[src/hdl/ipv4dq_pkg.sv]
package ipv4dq_pkg;

    localparam logic [7:0] C_CHAR_NUL  = 8'h00;
    localparam logic [7:0] C_CHAR_ZERO = 8'h30;
    localparam logic [7:0] C_CHAR_NINE = 8'h39;
    localparam logic [7:0] C_CHAR_DOT  = 8'h2E;

    localparam logic [11:0] C_OCTET_MAX   = 12'd255;
    localparam logic [11:0] C_RADIX       = 12'd10;
    localparam logic [1:0]  C_DIGITS_MAX  = 2'd3;
    localparam logic [2:0]  C_DOTS_NEEDED = 3'd3;
    localparam logic [2:0]  C_DOTS_CAP    = 3'd4;

    typedef struct packed {
        logic [7:0] octet;
        logic [1:0] digits;
        logic [2:0] dots;
        logic       err;
    } t_parse_state;

    localparam t_parse_state C_STATE_CLEAR = '{octet: 8'd0, digits: 2'd0, dots: 3'd0, err: 1'b0};

endpackage

[src/hdl/ipv4dq_step.sv]
module ipv4dq_step (
    input  ipv4dq_pkg::t_parse_state i_state,
    input  logic [7:0]               i_char,
    output ipv4dq_pkg::t_parse_state o_state,
    output logic                     o_addr_ok
);
    import ipv4dq_pkg::*;

    logic        is_digit;
    logic [3:0]  digit;
    logic [11:0] extended;

    assign is_digit = i_char inside {[C_CHAR_ZERO:C_CHAR_NINE]};
    assign digit    = 4'(i_char - C_CHAR_ZERO);
    assign extended = {4'b0, i_state.octet} * C_RADIX + {8'b0, digit};

    assign o_addr_ok = !i_state.err && (i_state.digits != 2'd0) &&
                       (i_state.dots == C_DOTS_NEEDED);

    always_comb begin
        o_state = i_state;
        if (i_char == C_CHAR_NUL) begin
            o_state = C_STATE_CLEAR;
        end else if (!i_state.err) begin
            if (is_digit) begin
                if (extended > C_OCTET_MAX || i_state.digits >= C_DIGITS_MAX) begin
                    o_state.err = 1'b1;
                end else begin
                    o_state.octet  = extended[7:0];
                    o_state.digits = i_state.digits + 2'd1;
                end
            end else if (i_char == C_CHAR_DOT) begin
                if (i_state.digits == 2'd0) begin
                    o_state.err = 1'b1;
                end else begin
                    // count saturates so that four or more dots stay invalid
                    if (i_state.dots < C_DOTS_CAP) begin
                        o_state.dots = i_state.dots + 3'd1;
                    end
                    o_state.octet  = 8'd0;
                    o_state.digits = 2'd0;
                end
            end else begin
                o_state.err = 1'b1;
            end
        end
    end

endmodule

[config.mk]
export PLATFORM = sky130hd
export DESIGN_NAME = ipv4dq_step
export DESIGN_NICKNAME = d
export VERILOG_FILES = /design/src/hdl/ipv4dq_pkg.sv /design/src/hdl/ipv4dq_step.sv
export SDC_FILE = /design/constraint.sdc
export NUM_CORES = 1
export LEC_CHECK = 0
export BUFFER_PORTS_ARGS = -buffer_cell sky130_fd_sc_hd__clkbuf_2
export CAP_MARGIN = 20
export CELL_PAD_IN_SITES_DETAIL_PLACEMENT = 1
export CELL_PAD_IN_SITES_GLOBAL_PLACEMENT = 1
export CORE_MARGIN = 2
export CORE_UTILIZATION = 30
export DETAILED_ROUTE_END_ITERATION = 7
export PLACE_DENSITY_LB_ADDON = 0.1
export SYNTH_ARGS = -nofsm -noshare
export SYNTH_HDL_FRONTEND = slang
export SYNTH_SLANG_ARGS = --single-unit
[constraint.sdc]
create_clock -name vclk -period 3.6
set_input_delay 0.18 -clock vclk [all_inputs]
set_output_delay 0.18 -clock vclk [all_outputs]
set_load 0.01 [all_outputs]
# Word-level counts from Yosys, hierarchy flattened
# Cells that the tools add are included.
[op_classes] n_mux=12 multipliers=1 div_mod_pow=0 magnitude_cmp=5 shifts=0 reduce_logical=8 addsub=4 n_eq_ne=2 bitwise=0
[ops] cell="$mux W14" n=2
[ops] cell="$mux W13" n=2
[ops] cell="$mux W10" n=2
[ops] cell="$add A12 B4 Y12" n=1
[ops] cell="$gt A12 B8 Y1 const B" n=1
[ops] cell="$mul A8 B3 Y11 const B" n=1
[ops] cell="$eq A8 B6 Y1 const B" n=1
[ops] cell="$ge A8 B6 Y1 const B" n=1
[ops] cell="$le A8 B6 Y1 const B" n=1
[ops] cell="$logic_not A8 Y1" n=1
[ops] cell="$mux W3" n=2
[ops] cell="$mux W1" n=4
[ops] cell="$sub A4 B1 Y4 const B" n=1
[ops] cell="$add A3 B1 Y3 const B" n=1
[ops] cell="$eq A3 B2 Y1 const B" n=1
[ops] cell="$logic_and A1 B1 Y1" n=3
[ops] cell="$lt A3 B3 Y1 const B" n=1
[ops] cell="$add A2 B1 Y2 const B" n=1
[ops] cell="$ge A2 B2 Y1 const B" n=1
[ops] cell="$logic_not A2 Y1" n=1
[ops] cell="$reduce_bool A2 Y1" n=1
[ops] cell="$logic_not A1 Y1" n=1
[ops] cell="$logic_or A1 B1 Y1" n=1
[totals] latch_bits=0 rom_bits=0 elab_cells=32 mem_bits_rw=0 mem_count=0 output_inout_bits=15 reg_bits=0

# Logic depth before layout (Yosys ltp)
[depth] ltp_word=8 mapped_depth=12

# Worst setup path before layout
# Ideal clock, no wire load.
[synth_timing] path_type="input -> output" startpoint="in i_state[7] (netlist name)" endpoint="out o_state[12] (netlist name)" t_required_ns=3.420 path_stages=12 n_path_buf=1 arrival_ns=2.828 path_slack_ns=0.592 path_cell_list="ha_1 ha_1 inv_1 fa_1 nand3b_1 o21ai_1 nor4b_2 nand3_1 a2111oi_4 and2_1 buf_6 a22o_1"
[synth_lines] element="from (decl)" line_no="ipv4dq_step.sv:2" text="input ipv4dq_pkg::t_parse_state i_state,"
[synth_lines] element="to (decl)" line_no="ipv4dq_step.sv:4" text="output ipv4dq_pkg::t_parse_state o_state,"

==> impl_metrics.json <==
{
  "grt_max_degree": 10,
  "tightest_slew_ns": 0.539,
  "antenna_found_initial": 0,
  "die_area_sq_um": 3590,
  "place_ws_ns": 0.0118,
  "ys_warn_count": 0,
  "drv_cap": 0,
  "peakVddDrop_mv": 0.0854,
  "crit_buf_inv": 5,
  "grt_first_pass_wirelength_mm": 4.57,
  "final-hold-violation-count": 0,
  "leakage_nw": 0.562,
  "wl_per_cell_um": 15.2,
  "power_density_nw_per_um2": 163,
  "clock.fmax_mhz": 293,
  "io_buffers": 37,
  "io_pins": 37,
  "drive_above_1_share_pct": 40.9,
  "seq_cells": 0,
  "drt_iter0_markers": 12,
  "syn_area_sq_um": 937,
  "finalCritPeriodShare_pct": 94.9,
  "worstSetupEndpointType": "primary output",
  "drv_slew": 0,
  "setup_violations": 0,
  "rsz0062_at_grt": "no",
  "syn_nets": 153,
  "setup_ws_ns": 0.185,
  "cp_slowest_stage_delay_ns": 0.48,
  "dr_total_vias": 995,
  "layout_commonest_cell": "clkbuf_2",
  "num_rows": 20,
  "area_delta_synth_final_pct": 34.0,
  "critical_path_class": "input port to primary output",
  "cp_max_fo": 6,
  "hold_buffers": 0,
  "syn_inst": 111,
  "min_path_type": "input port to primary output",
  "start_kind": "input port",
  "die_h_um": 59.9,
  "ys_types": 43,
  "cp_data_arrival_time_ns": 3.24,
  "relSlewSlack_pct": 63.9,
  "nets": 198,
  "drcViolationCount": 0,
  "crit_chain": "clkbuf_2, ha_4, ha_4, inv_2, fa_2, nand3b_1, o21ai_2, nor4b_4, nand3_2, a2111oi_4, buf_4, o31ai_4, buf_6, a22o_1, clkbuf_2",
  "hpwlAfterDp_mm": 2.56,
  "synth_seq_area_share_pct": 0,
  "cp.required_ns": 3.42,
  "wl_mm": 2.84,
  "final_cell_mix": "clkbuf_2, ha_1, nor2_1",
  "ant_nets": 0,
  "status": "completed",
  "cpMaxStageDelayCell": "fa_2",
  "fin_setup_tns_ns": 0,
  "diodes": 0,
  "seqCellArea_sq_um": 0,
  "gr-usage-all-layers_pct": 16.2,
  "n_clock_buffer": 0,
  "syn_area_per_cell_sq_um": 8.44,
  "grt_pass1_vias": 990,
  "gp_congestion": 0.726,
  "grt_overflow": 0,
  "viasPerCell": 5.32,
  "die_width_um": 59.9,
  "dr.pass1.iters": 4,
  "initial_core_util_pct": 31.2,
  "crit_family": "adder cells",
  "min_period_ns": 3.42,
  "core_area_sq_um": 3000
}
-- timing repair --
action                     CTS  global route
buffers inserted             0             6
gates resized for setup      1            13
pin swaps                    0             9
setup endpoints to repair    5             9
-- area by class of cell --
class | instances | area, sq um
inverter | 8 | 30.0
fill | 386 | 1750
timing repair buffer | 44 | 244
tap | 33 | 41.3
multi-input combinational | 102 | 941
-- Yosys cell counts, types with 2 or more instances --
cell | n | area, sq um
xnor2_1 | 4 | 35.0
fa_1 | 2 | 40.0
xor2_1 | 2 | 17.5
a21oi_2 | 2 | 17.5
nand4_1 | 4 | 25.0
or2_1 | 2 | 12.5
a22o_1 | 8 | 70.1
nor2b_1 | 2 | 12.5
o21ai_0 | 6 | 30.0
nand3_1 | 3 | 15.0
nand3b_1 | 2 | 15.0
nor3b_1 | 2 | 15.0
nor2_1 | 11 | 41.3
xor2_2 | 2 | 32.5
mux2i_1 | 2 | 20.0
ha_1 | 18 | 225
nor3_1 | 3 | 15.0
inv_1 | 7 | 26.3
a21oi_1 | 5 | 25.0
-- per-layer routing --
layer | vias to the layer above | track usage [%] | part of all wire (%)
met2 | 17 | 30.0 | 51
met3 | 0 | 0.433 | 3.4
met1 | 463 | 22.1 | 45
met5 | - | 0 | 0
li1 | 515 | - | -
met4 | 0 | 0 | 0
-- logic make-up after synthesis --
logic type | after synthesis | synth area share [%]
AND/OR/NAND/NOR | 40 | 26.8
XOR/XNOR | 8 | 9.08
AO/OA/AOI/OAI | 32 | 29.2
adder cells (fa/ha/maj) | 20 | 28.3
multiplexers | 2 | 2.14
buffers and inverters | 9 | 4.41
-- report_power, final --
part	switching [W]	total, W	internal, W
clock	0	0	0
combinational	0.000110	0.000204	0.0000946
sequential	0	0	0
-- path summary, 6_finish.rpt --
path	startpoint	endpoint	slack, ns	cells after the start
max	i_state[9]	o_state[5]	0.18	15
min	i_state[3]	o_addr_ok	0.63	3
-- metrics by stage --
stage	hold slack (ns)	power [W]	cell area, sq um	utilization [%]	instances
floorplan	0.410	0.000133	937	-	111
global placement	0.634	0.000184	1170	38.9	182
detailed placement	0.632	0.000190	1170	38.9	182
CTS	0.634	0.000191	1170	39.0	182
global route	0.654	0.000228	1260	41.8	187
finish	0.631	0.000204	1260	41.8	187
Power figures use the tool's default switching activity.
